===== config.mk =====
export PLATFORM = sky130hd
export DESIGN_NAME = serial_char_to_lcd_line_editor_top_flat
export DESIGN_NICKNAME = d
export VERILOG_FILES = /design/src/sv/sclcd_pkg.sv /design/src/sv/sclcd_if.sv /design/src/sv/sclcd_fifo.sv /design/src/sv/sclcd_front.sv /design/src/sv/sclcd_back.sv /design/src/sv/serial_char_to_lcd_line_editor_top.sv /design/src/flat_wrapper.sv
export SDC_FILE = /design/constraint.sdc
export NUM_CORES = 1
export LEC_CHECK = 0
export ABC_AREA = 1
export BUFFER_PORTS_ARGS = -buffer_cell sky130_fd_sc_hd__buf_2
export CAP_MARGIN = 10
export CORE_MARGIN = 1.5
export CORE_UTILIZATION = 35
export DETAILED_ROUTE_END_ITERATION = 10
export PLACE_DENSITY_LB_ADDON = 0.2
export SETUP_SLACK_MARGIN = 0.1
export SLEW_MARGIN = 5
export SYNTH_ARGS = -nofsm -noshare
export SYNTH_HDL_FRONTEND = slang
export SYNTH_SLANG_ARGS = --single-unit

===== constraint.sdc =====
create_clock -name clk -period 3.1 [get_ports clk]
set_input_delay 0.155 -clock clk [delete_from_list [all_inputs] [get_ports clk]]
set_output_delay 0.155 -clock clk [all_outputs]
set_load 0.01 [all_outputs]

===== src/sv/sclcd_pkg.sv =====
// shared types and constants of the serial character to lcd line editor
// no dependencies
package sclcd_pkg;

	// width of the cursor column
	localparam int COL_W = 5;

	// entries in the queue between front and back
	localparam int QUEUE_DEPTH = 2;
	localparam int QPTR_W = $clog2(QUEUE_DEPTH);

	// character codes
	localparam logic [7:0] CH_BS    = 8'h08;
	localparam logic [7:0] CH_LF    = 8'h0A;
	localparam logic [7:0] CH_CR    = 8'h0D;
	localparam logic [7:0] CH_SPACE = 8'h20;
	localparam logic [7:0] CH_TILDE = 8'h7E;
	localparam logic [7:0] CH_DEL   = 8'h7F;

	// lcd command: cursor to second line, low nibble is the column
	localparam logic [7:0] CMD_LINE2 = 8'hC0;

	// reset value of the idle restart register
	localparam logic [15:0] IDLE_RESTART_RESET = 16'd300;

	// operation codes on the input channel
	localparam logic OP_CHAR = 1'b0;
	localparam logic OP_TICK = 1'b1;

	// editing action of one character
	typedef enum logic [1:0] {
		ACT_NONE,
		ACT_ERASE,
		ACT_PRINT
	} act_t;

	// one job handed from front to back
	typedef struct packed {
		logic             clear;
		act_t             act;
		logic [COL_W-1:0] col;
		logic [7:0]       chr;
	} job_t;

endpackage


===== src/sv/sclcd_if.sv =====
// valid/ready channel interfaces for serial input words and lcd output words
// no dependencies
interface sclcd_in_if;
	logic       valid;
	logic       ready;
	logic       operation;
	logic [7:0] char_code;

	modport source (output valid, output operation, output char_code, input ready);
	modport sink (input valid, input operation, input char_code, output ready);
endinterface

interface sclcd_out_if;
	logic       valid;
	logic       ready;
	logic       is_command;
	logic [7:0] lcd_byte;
	logic       last;

	modport source (output valid, output is_command, output lcd_byte, output last, input ready);
	modport sink (input valid, input is_command, input lcd_byte, input last, output ready);
endinterface


===== src/sv/sclcd_fifo.sv =====
// short job queue between the classifying front and the byte sequencer
// depends on sclcd_pkg
module sclcd_fifo (
	input  logic              clk,
	input  logic              arst_n,
	input  logic              push,
	input  sclcd_pkg::job_t   push_job,
	output logic              full,
	input  logic              pop,
	output sclcd_pkg::job_t   pop_job,
	output logic              not_empty
);
	import sclcd_pkg::*;

	localparam logic [QPTR_W:0] CNT_FULL = (QPTR_W+1)'(QUEUE_DEPTH);

	job_t              mem_q [QUEUE_DEPTH];
	logic [QPTR_W-1:0] wr_ptr_q;
	logic [QPTR_W-1:0] rd_ptr_q;
	logic [QPTR_W:0]   count_q;

	assign full      = (count_q == CNT_FULL);
	assign not_empty = (count_q != '0);
	assign pop_job   = mem_q[rd_ptr_q];

	// storage, no reset needed
	always_ff @(posedge clk) begin
		if (push) begin
			mem_q[wr_ptr_q] <= push_job;
		end
	end

	// pointers and fill count
	always_ff @(posedge clk or negedge arst_n) begin
		if (!arst_n) begin
			wr_ptr_q <= '0;
			rd_ptr_q <= '0;
			count_q  <= '0;
		end else begin
			if (push) begin
				wr_ptr_q <= wr_ptr_q + 1'b1;
			end
			if (pop) begin
				rd_ptr_q <= rd_ptr_q + 1'b1;
			end
			if (push && !pop) begin
				count_q <= count_q + 1'b1;
			end else if (pop && !push) begin
				count_q <= count_q - 1'b1;
			end
		end
	end
endmodule


===== src/sv/sclcd_front.sv =====
// front: accepts serial words, keeps editor state and turns characters into jobs
// depends on sclcd_pkg and sclcd_if
module sclcd_front #(
	parameter int LINE_WIDTH = 16
) (
	input  logic            clk,
	input  logic            arst_n,
	input  logic            cfg_we,
	input  logic [15:0]     cfg_wdata,
	sclcd_in_if.sink        rx,
	output logic            push,
	output sclcd_pkg::job_t job,
	input  logic            full
);
	import sclcd_pkg::*;

	logic [15:0]      restart_q;
	logic [15:0]      idle_cnt_q;
	logic [COL_W-1:0] col_q;
	logic             msg_pend_q;

	logic             acc;
	logic             pend;
	logic [COL_W-1:0] col_base;
	logic [COL_W-1:0] col_nx;
	logic             msg_nx;
	logic [7:0]       ch;

	assign rx.ready = !full;
	assign acc      = rx.valid && rx.ready;
	assign ch       = rx.char_code;

	// classify the character against the current state
	always_comb begin
		pend      = msg_pend_q || (idle_cnt_q == '0);
		col_base  = pend ? '0 : col_q;
		col_nx    = col_base;
		msg_nx    = 1'b0;
		job.clear = pend;
		job.act   = ACT_NONE;
		job.col   = col_base;
		job.chr   = ch;
		if (ch == CH_CR) begin
			msg_nx = 1'b0;
		end else if (ch == CH_LF) begin
			msg_nx = 1'b1;
		end else if (ch == CH_BS || ch == CH_DEL) begin
			if (col_base != '0) begin
				col_nx  = col_base - 1'b1;
				job.act = ACT_ERASE;
				job.col = col_base - 1'b1;
			end
		end else if (ch inside {[CH_SPACE:CH_TILDE]}) begin
			if (col_base < COL_W'(LINE_WIDTH)) begin
				col_nx  = col_base + 1'b1;
				job.act = ACT_PRINT;
			end
		end
	end

	// only characters that give bytes go to the queue
	assign push = acc && (rx.operation == OP_CHAR) && (job.clear || job.act != ACT_NONE);

	// restart register
	always_ff @(posedge clk or negedge arst_n) begin
		if (!arst_n) begin
			restart_q <= IDLE_RESTART_RESET;
		end else if (cfg_we) begin
			restart_q <= cfg_wdata;
		end
	end

	// editor state
	always_ff @(posedge clk or negedge arst_n) begin
		if (!arst_n) begin
			idle_cnt_q <= '0;
			col_q      <= '0;
			msg_pend_q <= 1'b1;
		end else if (acc) begin
			if (rx.operation == OP_TICK) begin
				if (idle_cnt_q != '0) begin
					idle_cnt_q <= idle_cnt_q - 1'b1;
				end
			end else begin
				idle_cnt_q <= restart_q;
				col_q      <= col_nx;
				msg_pend_q <= msg_nx;
			end
		end
	end
endmodule


===== src/sv/sclcd_back.sv =====
// back: plays one job out as a sequence of lcd command and data words
// depends on sclcd_pkg and sclcd_if
module sclcd_back #(
	parameter int LINE_WIDTH = 16
) (
	input  logic            clk,
	input  logic            arst_n,
	input  logic            q_valid,
	input  sclcd_pkg::job_t q_job,
	output logic            q_pop,
	sclcd_out_if.source     lcd
);
	import sclcd_pkg::*;

	localparam int              CNT_W   = $clog2(LINE_WIDTH + 2);
	localparam logic [CNT_W-1:0] CLR_END = CNT_W'(LINE_WIDTH + 1);
	localparam logic [CNT_W-1:0] ACT_ONE = CNT_W'(1);
	localparam logic [CNT_W-1:0] ACT_END = CNT_W'(2);

	// sequencer states
	localparam logic [1:0] PH_IDLE  = 2'd0;
	localparam logic [1:0] PH_CLEAR = 2'd1;
	localparam logic [1:0] PH_ACT   = 2'd2;

	logic [1:0]       ph_q;
	logic [CNT_W-1:0] cnt_q;
	job_t             job_q;

	logic             out_vld_q;
	logic             out_cmd_q;
	logic [7:0]       out_byte_q;
	logic             out_last_q;

	logic             g_cmd;
	logic [7:0]       g_byte;
	logic             g_fin;
	logic             g_last;
	logic             adv;
	logic             done;
	logic [7:0]       cur_cmd;

	assign cur_cmd = CMD_LINE2 | {4'b0000, job_q.col[3:0]};

	// word for the current step
	always_comb begin
		g_cmd  = 1'b0;
		g_byte = CH_SPACE;
		g_fin  = 1'b0;
		g_last = 1'b0;
		case (ph_q)
			PH_CLEAR: begin
				g_cmd  = (cnt_q == '0) || (cnt_q == CLR_END);
				g_byte = g_cmd ? CMD_LINE2 : CH_SPACE;
				g_fin  = (cnt_q == CLR_END);
				g_last = g_fin && (job_q.act == ACT_NONE);
			end
			PH_ACT: begin
				if (cnt_q == ACT_ONE) begin
					g_cmd  = 1'b0;
					g_byte = (job_q.act == ACT_PRINT) ? job_q.chr : CH_SPACE;
				end else begin
					g_cmd  = 1'b1;
					g_byte = cur_cmd;
				end
				g_fin  = (cnt_q == ACT_END) || (cnt_q == ACT_ONE && job_q.act == ACT_PRINT);
				g_last = g_fin;
			end
			default: begin
				g_cmd  = 1'b0;
				g_byte = CH_SPACE;
				g_fin  = 1'b0;
				g_last = 1'b0;
			end
		endcase
	end

	assign adv   = (ph_q != PH_IDLE) && (!out_vld_q || lcd.ready);
	assign done  = adv && g_last;
	assign q_pop = q_valid && ((ph_q == PH_IDLE) || done);

	// sequencer, a new job takes over as the old one finishes
	always_ff @(posedge clk or negedge arst_n) begin
		if (!arst_n) begin
			ph_q  <= PH_IDLE;
			cnt_q <= '0;
		end else if (q_pop) begin
			ph_q  <= q_job.clear ? PH_CLEAR : PH_ACT;
			cnt_q <= '0;
		end else if (adv) begin
			if (done) begin
				ph_q <= PH_IDLE;
			end else if (g_fin) begin
				ph_q  <= PH_ACT;
				cnt_q <= '0;
			end else begin
				cnt_q <= cnt_q + 1'b1;
			end
		end
	end

	// job register
	always_ff @(posedge clk) begin
		if (q_pop) begin
			job_q <= q_job;
		end
	end

	// output register valid
	always_ff @(posedge clk or negedge arst_n) begin
		if (!arst_n) begin
			out_vld_q <= 1'b0;
		end else if (adv) begin
			out_vld_q <= 1'b1;
		end else if (lcd.ready) begin
			out_vld_q <= 1'b0;
		end
	end

	// output register payload
	always_ff @(posedge clk) begin
		if (adv) begin
			out_cmd_q  <= g_cmd;
			out_byte_q <= g_byte;
			out_last_q <= g_last;
		end
	end

	assign lcd.valid      = out_vld_q;
	assign lcd.is_command = out_cmd_q;
	assign lcd.lcd_byte   = out_byte_q;
	assign lcd.last       = out_last_q;
endmodule


===== src/sv/serial_char_to_lcd_line_editor_top.sv =====
// top level of the serial character to lcd line editor
// depends on sclcd_pkg, sclcd_if, sclcd_front, sclcd_fifo and sclcd_back
//
// rx carries serial words: operation 0 is a received character in char_code,
// operation 1 is one idle tick. lcd carries the byte stream for the lcd second
// line: is_command selects the command register, last marks the final word
// caused by one rx word. both use valid/ready; a word moves when both are high.
// cfg_we/cfg_wdata write the idle restart tick count; write it only when idle.
// a character gives 0 to 20 lcd words: a pending line clear is 18 words
// (cursor, LINE_WIDTH spaces, cursor), then print gives 2 and erase gives 3.
// the back sequencer emits one word per cycle while lcd does not stall, with no
// gap between queued jobs. the first word of an item passes the queue, the
// sequencer state and the output register. ticks and silent characters skip the queue.
// a two-entry job queue lets rx keep flowing while lcd is stalled; rx.ready
// drops only when the queue is full. a stalled lcd word holds its payload.
// reset clears the queue and output, sets column 0, a pending clear, idle count
// zero and restart count 300; no clearing pass is needed.
module serial_char_to_lcd_line_editor_top #(
	parameter int LINE_WIDTH = 16
) (
	input  logic        clk,
	input  logic        arst_n,
	input  logic        cfg_we,
	input  logic [15:0] cfg_wdata,
	sclcd_in_if.sink    rx,
	sclcd_out_if.source lcd
);
	import sclcd_pkg::*;

	logic push;
	job_t push_job;
	logic full;
	logic pop;
	job_t pop_job;
	logic not_empty;

	// classify characters
	sclcd_front #(
		.LINE_WIDTH (LINE_WIDTH)
	) u_front (
		.clk       (clk),
		.arst_n    (arst_n),
		.cfg_we    (cfg_we),
		.cfg_wdata (cfg_wdata),
		.rx        (rx),
		.push      (push),
		.job       (push_job),
		.full      (full)
	);

	// job queue
	sclcd_fifo u_fifo (
		.clk       (clk),
		.arst_n    (arst_n),
		.push      (push),
		.push_job  (push_job),
		.full      (full),
		.pop       (pop),
		.pop_job   (pop_job),
		.not_empty (not_empty)
	);

	// emit lcd words
	sclcd_back #(
		.LINE_WIDTH (LINE_WIDTH)
	) u_back (
		.clk     (clk),
		.arst_n  (arst_n),
		.q_valid (not_empty),
		.q_job   (pop_job),
		.q_pop   (pop),
		.lcd     (lcd)
	);
endmodule


===== src/flat_wrapper.sv =====
// flat-port wrapper written by rule: the top's interface ports become plain ports
module serial_char_to_lcd_line_editor_top_flat import sclcd_pkg::*;
#(
	parameter int LINE_WIDTH = 16
)
  (clk, arst_n, cfg_we, cfg_wdata, rx_valid, rx_operation, rx_char_code, rx_ready, lcd_valid, lcd_is_command, lcd_lcd_byte, lcd_last, lcd_ready);
  sclcd_in_if rx_i ();
  sclcd_out_if lcd_i ();
  input  logic clk;
  input  logic arst_n;
  input  logic cfg_we;
  input  logic [15:0] cfg_wdata;
  input wire logic [$bits(rx_i.valid)-1:0] rx_valid;
  input wire logic [$bits(rx_i.operation)-1:0] rx_operation;
  input wire logic [$bits(rx_i.char_code)-1:0] rx_char_code;
  output wire logic [$bits(rx_i.ready)-1:0] rx_ready;
  output wire logic [$bits(lcd_i.valid)-1:0] lcd_valid;
  output wire logic [$bits(lcd_i.is_command)-1:0] lcd_is_command;
  output wire logic [$bits(lcd_i.lcd_byte)-1:0] lcd_lcd_byte;
  output wire logic [$bits(lcd_i.last)-1:0] lcd_last;
  input wire logic [$bits(lcd_i.ready)-1:0] lcd_ready;
  assign rx_i.valid = rx_valid;
  assign rx_i.operation = rx_operation;
  assign rx_i.char_code = rx_char_code;
  assign rx_ready = rx_i.ready;
  assign lcd_valid = lcd_i.valid;
  assign lcd_is_command = lcd_i.is_command;
  assign lcd_lcd_byte = lcd_i.lcd_byte;
  assign lcd_last = lcd_i.last;
  assign lcd_i.ready = lcd_ready;
  serial_char_to_lcd_line_editor_top #(.LINE_WIDTH(LINE_WIDTH)) u_core (.clk(clk), .arst_n(arst_n), .cfg_we(cfg_we), .cfg_wdata(cfg_wdata), .rx(rx_i), .lcd(lcd_i));
endmodule

Yosys cells after proc, flatten, opt, wreduce, memory -nomap -nowiden --
Memories as Yosys holds them, arrays and structs flattened. Cells that the tools add are included.
Word-level totals: RAM bits 32, word-level logic and storage cells 122, output and inout port bits 12, bits of input ports 30, register bits 74, bits in latches 0, memory bits (read-only) 0, memories kept 1
Operators by class: divide/modulo/power cells 0, order comparisons 3, shifts and indexed selects 0, bitwise gates (word level) 1, mux-type cells 41, add/subtract/negate cells 8, multiply operators 0, equality and inequality tests 13, reduce and logical (&&, ||, !) cells 39
Memory list:
- u_core.u_fifo.mem_q | depth 2, bits a word 16, read ports 1, clocked after memory_dff 0, wr ports 1, line sclcd_fifo.sv:17 | job_t mem_q [QUEUE_DEPTH];
Operators with widths (number):
- $mux W5 | 12
- $mux W16 | 2
- $eq A8 B4 Y1 const B | 3
- $mux W8 | 3
- $mux W2 | 10
- $logic_not A16 Y1 | 1
- $pmux W8 S2 | 1
- $reduce_bool A16 Y1 | 1
- $sub A16 B1 Y16 const B | 1
- $mux W7 | 2
- $reduce_bool A2 Y1 | 6
- $logic_and A1 B1 Y1 | 11
- $add A5 B1 Y5 const B | 2
- $eq A8 B7 Y1 const B | 1
- $ge A8 B6 Y1 const B | 1
- $le A8 B7 Y1 const B | 1
- $reduce_and A2 Y1 | 4
- $logic_or A1 B1 Y1 | 7
- $mux W1 | 7
- $eq A2 B2 Y1 const B | 3
- $mux W6 | 1
- $pmux W1 S2 | 3
- $eq A5 B1 Y1 const B | 1
- $eq A5 B2 Y1 const B | 1
- 14 further kinds | 20

Longest topological paths before layout --
depth after elaboration 16, depth in mapped cells 18, mapped depth without buffers 18

Modules after synthesis --
A second synthesis with hierarchy kept.
Second synthesis, totals: cells, all modules 538, area total of the unflattened synthesis 5430.2 um2
Modules (own cells, without submodules):
- sclcd_front | instances 1, cells an instance 321, sequential area each 957.2 um2, area each 2502.4 um2
- sclcd_back | instances 1, cells an instance 142, sequential area each 920.9 um2, area each 1515.2 um2
- sclcd_fifo | instances 1, cells an instance 75, sequential area each 1061.0 um2, area each 1412.6 um2

Least setup slack after synthesis --
Ideal clock, no wire load.
path type register -> register, start point reg u_core.u_front.idle_cnt_q[0], end point mem u_core.u_fifo.mem_q[1][0] (netlist bit), enable pin, setup slack 395 ps, path buffers 0, setup time 386 ps, arrival time 2318 ps, required time 2714 ps, stages on the path, launching flop included 15, period minus slack after synthesis 2705 ps, cells stage by stage dfrtp_1 inv_2 ha_1 nand2_1 nor2_4 nand2_4 nand2_4 inv_2 nand2_2 ha_1 nand3_4 nand2_4 nand3_4 nand2_4 nor2_1
RTL lines:
- start, declared | line sclcd_front.sv:18 | logic [15:0] idle_cnt_q;
- start signal, assigned | line sclcd_front.sv:82 | idle_cnt_q <= idle_cnt_q - 1'b1;
- start signal, assigned | line sclcd_front.sv:85 | idle_cnt_q <= restart_q;
- end, declared | line sclcd_fifo.sv:17

==> report_table.html <==
<table>
<tr><th>Metric</th><th>Value</th></tr>
<tr><th colspan="2">Synth</th></tr>
<tr><td>Cells after synthesis</td><td>546</td></tr>
<tr><td>Synthesis Warnings</td><td>0</td></tr>
<tr><td>Post-synthesis sequential area ratio</td><td>0.556</td></tr>
<tr><td>Count of cell types in the netlist</td><td>43</td></tr>
<tr><td>Number of synthesized register bits</td><td>104</td></tr>
<tr><td>Avg Synthesized Cell Area</td><td>9.48 um2</td></tr>
<tr><td>Post-Synthesis Cell Area</td><td>0.00517 mm2</td></tr>
<tr><td>Synth Net Count</td><td>588</td></tr>
<tr><th colspan="2">Timing</th></tr>
<tr><td>Endpoints failing setup</td><td>0</td></tr>
<tr><td>Worst clock skew on the final layout</td><td>0.00996 ns</td></tr>
<tr><td>Min Hold Slack</td><td>0.00826 ns</td></tr>
<tr><td>Part of the cycle the worst path needs</td><td>0.884</td></tr>
<tr><td>Number of max-slew violations in the final report</td><td>0</td></tr>
<tr><td>Final WS setup</td><td>0.360 ns</td></tr>
<tr><td>Setup TNS</td><td>0 ns</td></tr>
<tr><td>Endpoints failing hold</td><td>0</td></tr>
<tr><td>Final critical delay including setup and external delays</td><td>2.74 ns</td></tr>
<tr><td>Worst slew pin tran</td><td>0.820 ns</td></tr>
<tr><td>Setup repair after global routing missed its margin</td><td>false</td></tr>
<tr><td>Maximum frequency from static timing analysis</td><td>365 MHz</td></tr>
<tr><td>Worst slew margin</td><td>0.454</td></tr>
<tr><th colspan="2">Finish</th></tr>
<tr><td>Commonest non-fill, non-tap cell in the layout</td><td>sky130_fd_sc_hd__nand2_1</td></tr>
<tr><td>Top library cells by usage in the layout, fill and taps aside</td><td>sky130_fd_sc_hd__nand2_1, sky130_fd_sc_hd__inv_1, sky130_fd_sc_hd__edfxtp_1</td></tr>
<tr><td>Final net count</td><td>635</td></tr>
<tr><td>Ratio of cells with drive above 1 in the final layout</td><td>0.181</td></tr>
<tr><td>Synthesis-to-layout area growth</td><td>14.4%</td></tr>
<tr><td>End-of-flow core utilization</td><td>0.409</td></tr>
<tr><td>Diode count</td><td>0</td></tr>
<tr><th colspan="2">Die</th></tr>
<tr><td>Die span in x</td><td>125 um</td></tr>
<tr><td>Core ar.</td><td>0.0145 mm2</td></tr>
<tr><td>Number of placement rows</td><td>44</td></tr>
<tr><td>Die Span Y</td><td>125 um</td></tr>
<tr><td>Initial core utilization</td><td>0.357</td></tr>
<tr><td>Number of primary I/O pins</td><td>42</td></tr>
<tr><td>Total die area</td><td>0.0155 mm2</td></tr>
<tr><th colspan="2">Routing</th></tr>
<tr><td>DR vias</td><td>3676</td></tr>
<tr><td>Routed WL per cell</td><td>12.8 um</td></tr>
<tr><td>Number of detailed-route iterations in the first pass</td><td>4</td></tr>
<tr><td>Post-route DRC</td><td>0</td></tr>
<tr><td>DRT antenna net count</td><td>0</td></tr>
<tr><td>Drt total wl</td><td>10000 um</td></tr>
<tr><td>Number of DRC markers after the initial detailed-route iteration</td><td>178</td></tr>
<tr><td>Vias/cell</td><td>4.70</td></tr>
<tr><th colspan="2">Placement</th></tr>
<tr><td>Weighted congestion reported at the end of routability-driven placement</td><td>0.821</td></tr>
<tr><td>Worst setup slack before clock tree synthesis</td><td>0.328 ns</td></tr>
<tr><td>Count of input and output buffers</td><td>41</td></tr>
<tr><td>Post-DP HPWL</td><td>7130 um</td></tr>
<tr><th colspan="2">Setup path</th></tr>
<tr><td>Required time of the critical path</td><td>3.34 ns</td></tr>
<tr><td>Critical path fanouts, max</td><td>8</td></tr>
<tr><td>Worst Setup End Kind</td><td>flip-flop</td></tr>
<tr><td>Startpoint class of the critical path</td><td>flip-flop</td></tr>
<tr><td>Worst Path Class, Setup</td><td>flip-flop to flip-flop</td></tr>
<tr><td>Arr. time, crit path</td><td>2.98 ns</td></tr>
<tr><td>FF-to-FF setup slack</td><td>0.36 ns</td></tr>
<tr><th colspan="2">Clock tree</th></tr>
<tr><td>Number of levels in the clock H-tree</td><td>3</td></tr>
<tr><td>Clock transition at path regs</td><td>0.07 ns</td></tr>
<tr><td>Number of clock buffers inserted by TritonCTS</td><td>9</td></tr>
<tr><td>Clock insertion delay at the later pin of the skew report</td><td>0.35 ns</td></tr>
<tr><td>CTS tree</td><td>yes</td></tr>
<tr><td># Post-CTS Setup Buffers</td><td>0</td></tr>
<tr><td>Cell at the root of the clock tree</td><td>sky130_fd_sc_hd__clkbuf_16</td></tr>
<tr><td>Buffer depth of the longest clock path</td><td>2</td></tr>
<tr><td>Clock sink count</td><td>104</td></tr>
<tr><th colspan="2">Status</th></tr>
<tr><td>Result of the run</td><td>complete, no violations</td></tr>
<tr><th colspan="2">Power</th></tr>
<tr><td>Max IR drop VDD</td><td>0.000347 V</td></tr>
<tr><td>Leakage power of the design</td><td>2.70 nW</td></tr>
<tr><td>P per Cell Area</td><td>884 mW/mm2</td></tr>
<tr><th colspan="2">Global routing</th></tr>
<tr><td>Antenna violations before repair</td><td>0</td></tr>
<tr><td>Global-route wire length before repair</td><td>17400 um</td></tr>
<tr><td>Vias in the first global route</td><td>3614</td></tr>
<tr><td>Largest net degree at the start of global routing</td><td>35</td></tr>
<tr><td>Total grt overflow</td><td>0</td></tr>
<tr><td>Tot GR Track Use</td><td>0.139</td></tr>
<tr><th colspan="2">Min path</th></tr>
<tr><td>Tightest Hold Check Type</td><td>input port to flip-flop</td></tr>
<tr><th colspan="2">Run</th></tr>
<tr><td>Maxcap violations</td><td>0</td></tr>
</table>
==> cells in the mapped netlist (all sizes together) <==
cell,number,area share
nand4,3,0.0036
and3,1,0.0012
o211ai,5,0.0099
dfrtp,45,0.22
nor2,46,0.040
o22ai,3,0.0036
mux2,6,0.013
a21oi,8,0.0077
nor3b,2,0.0029
buf,5,0.0063
ha,12,0.029
o221ai,1,0.0017
xor2,12,0.020
nor3,5,0.0058
mux2i,2,0.0039
dfstp,5,0.025
clkbuf,8,0.0058
xnor2,3,0.0051
nand2,153,0.12
o21ai,50,0.053
o21bai,1,0.0015
a21boi,3,0.0044
a31oi,1,0.0012
inv,69,0.050
edfxtp,54,0.31
or2,2,0.0024
nand3,41,0.050
==> registers in the layout, summed over array words and instances (netlist names) <==
signal and count:
u_core.u_fifo.mem_q 30, u_core.u_front.idle_cnt_q 16, u_core.u_front.restart_q 16, u_core.u_back.job_q 10, u_core.u_back.lcd.lcd_byte 8, u_core.u_back.cnt_q 5, u_core.u_front.col_q 5, u_core.u_back.cur_cmd 4
u_core.u_back.ph_q 2, u_core.u_fifo.count_q 2, u_core.u_back.lcd.is_command 1, u_core.u_back.lcd.last 1, u_core.u_back.lcd.valid 1, u_core.u_fifo.rd_ptr_q 1, u_core.u_fifo.wr_ptr_q 1, u_core.u_front.msg_pend_q 1
==> critical path: stages (launching register included) <==
cell	delay [ns]
sky130_fd_sc_hd__dfrtp_1	0.37
sky130_fd_sc_hd__inv_1	0.12
sky130_fd_sc_hd__ha_1	0.17
sky130_fd_sc_hd__nand2_1	0.10
sky130_fd_sc_hd__nor2_4	0.14
sky130_fd_sc_hd__nand2_4	0.12
sky130_fd_sc_hd__nand2_4	0.12
sky130_fd_sc_hd__inv_2	0.06
sky130_fd_sc_hd__nand2_2	0.09
sky130_fd_sc_hd__ha_2	0.26
sky130_fd_sc_hd__nand3_4	0.12
sky130_fd_sc_hd__nand2_4	0.11
sky130_fd_sc_hd__nand3_4	0.09
sky130_fd_sc_hd__nand2_4	0.07
sky130_fd_sc_hd__inv_1	0.05
sky130_fd_sc_hd__ha_1	0.29
sky130_fd_sc_hd__a21oi_1	0.11
sky130_fd_sc_hd__o21ai_0	0.11
sky130_fd_sc_hd__xnor2_1	0.13
==> cell type report <==
| type | count | area, um2 |
|---|---|---|
| flip-flops and latches | 104 | 2880 |
| clock buffers | 9 | 225 |
| fillers | 1446 | 8560 |
| repair buffers | 49 | 273 |
| multi-input cells | 360 | 1980 |
| well taps | 184 | 230 |
| clock inverters | 7 | 78.8 |
| inverters | 69 | 259 |
==> layer usage <==
metal | share of wire | track usage
met5 | 0 | 0
met4 | 0.016 | 0.0507
met3 | 0.028 | 0.0326
met2 | 0.50 | 0.236
met1 | 0.46 | 0.173
==> cell families (layout without fill, tap and decap cells) <==
kind of cell               Yosys count  in the layout  share of synthesized area
AOI/OAI and AO/OA                   72             72                     0.0827
xor gates and xnor gates            15             15                     0.0254
adders and majority gates           12             12                     0.0290
buffers and inverters               82            134                     0.0621
DFF                                104            104                      0.556
muxes                                8              8                     0.0169
and+or+nand+nor                    253            253                      0.228
==> power breakdown <==
group	internal (mW)	switching [mW]	leakage, nW
sequential	1.95	0.259	1.11
clock	0.637	0.534	0.146
combinational	0.667	1.19	1.44
total	3.25	1.98	2.70
==> repair_timing <==
action	4_1_cts	5_1_grt
setup endpoints to repair	0	1
hold buffers	3	0
gates resized for setup	0	1
hold endpoints to repair	33	0
==> final timing paths <==
| kind | startpoint | to | cells after the start |
|---|---|---|---|
| setup / recovery | u_core.u_front.idle_cnt_q[1] | u_core.u_fifo.count_q[1] | 18 |
| hold / removal | cfg_wdata[7] | u_core.u_front.restart_q[7] | 3 |
| setup reg to reg | u_core.u_front.idle_cnt_q[1] | u_core.u_fifo.count_q[1] | 18 |
| hold reg to reg | u_core.u_fifo.wr_ptr_q | u_core.u_fifo.wr_ptr_q | 2 |
| max in group asynchronous | arst_n | u_core.u_front.msg_pend_q | 3 |
| min in group asynchronous | arst_n | u_core.u_back.cnt_q[1] | 2 |
==> per-stage QoR <==
stage	power, mW	instances	area (um2)
after floorplan	3.61	546	5170
after global placement	4.04	763	5590
after detailed placement	4.10	763	5590
after CTS	5.29	782	5920
after global routing	5.66	782	5920
final	5.23	782	5920
No activity file was read; power rests on OpenSTA's default activity.
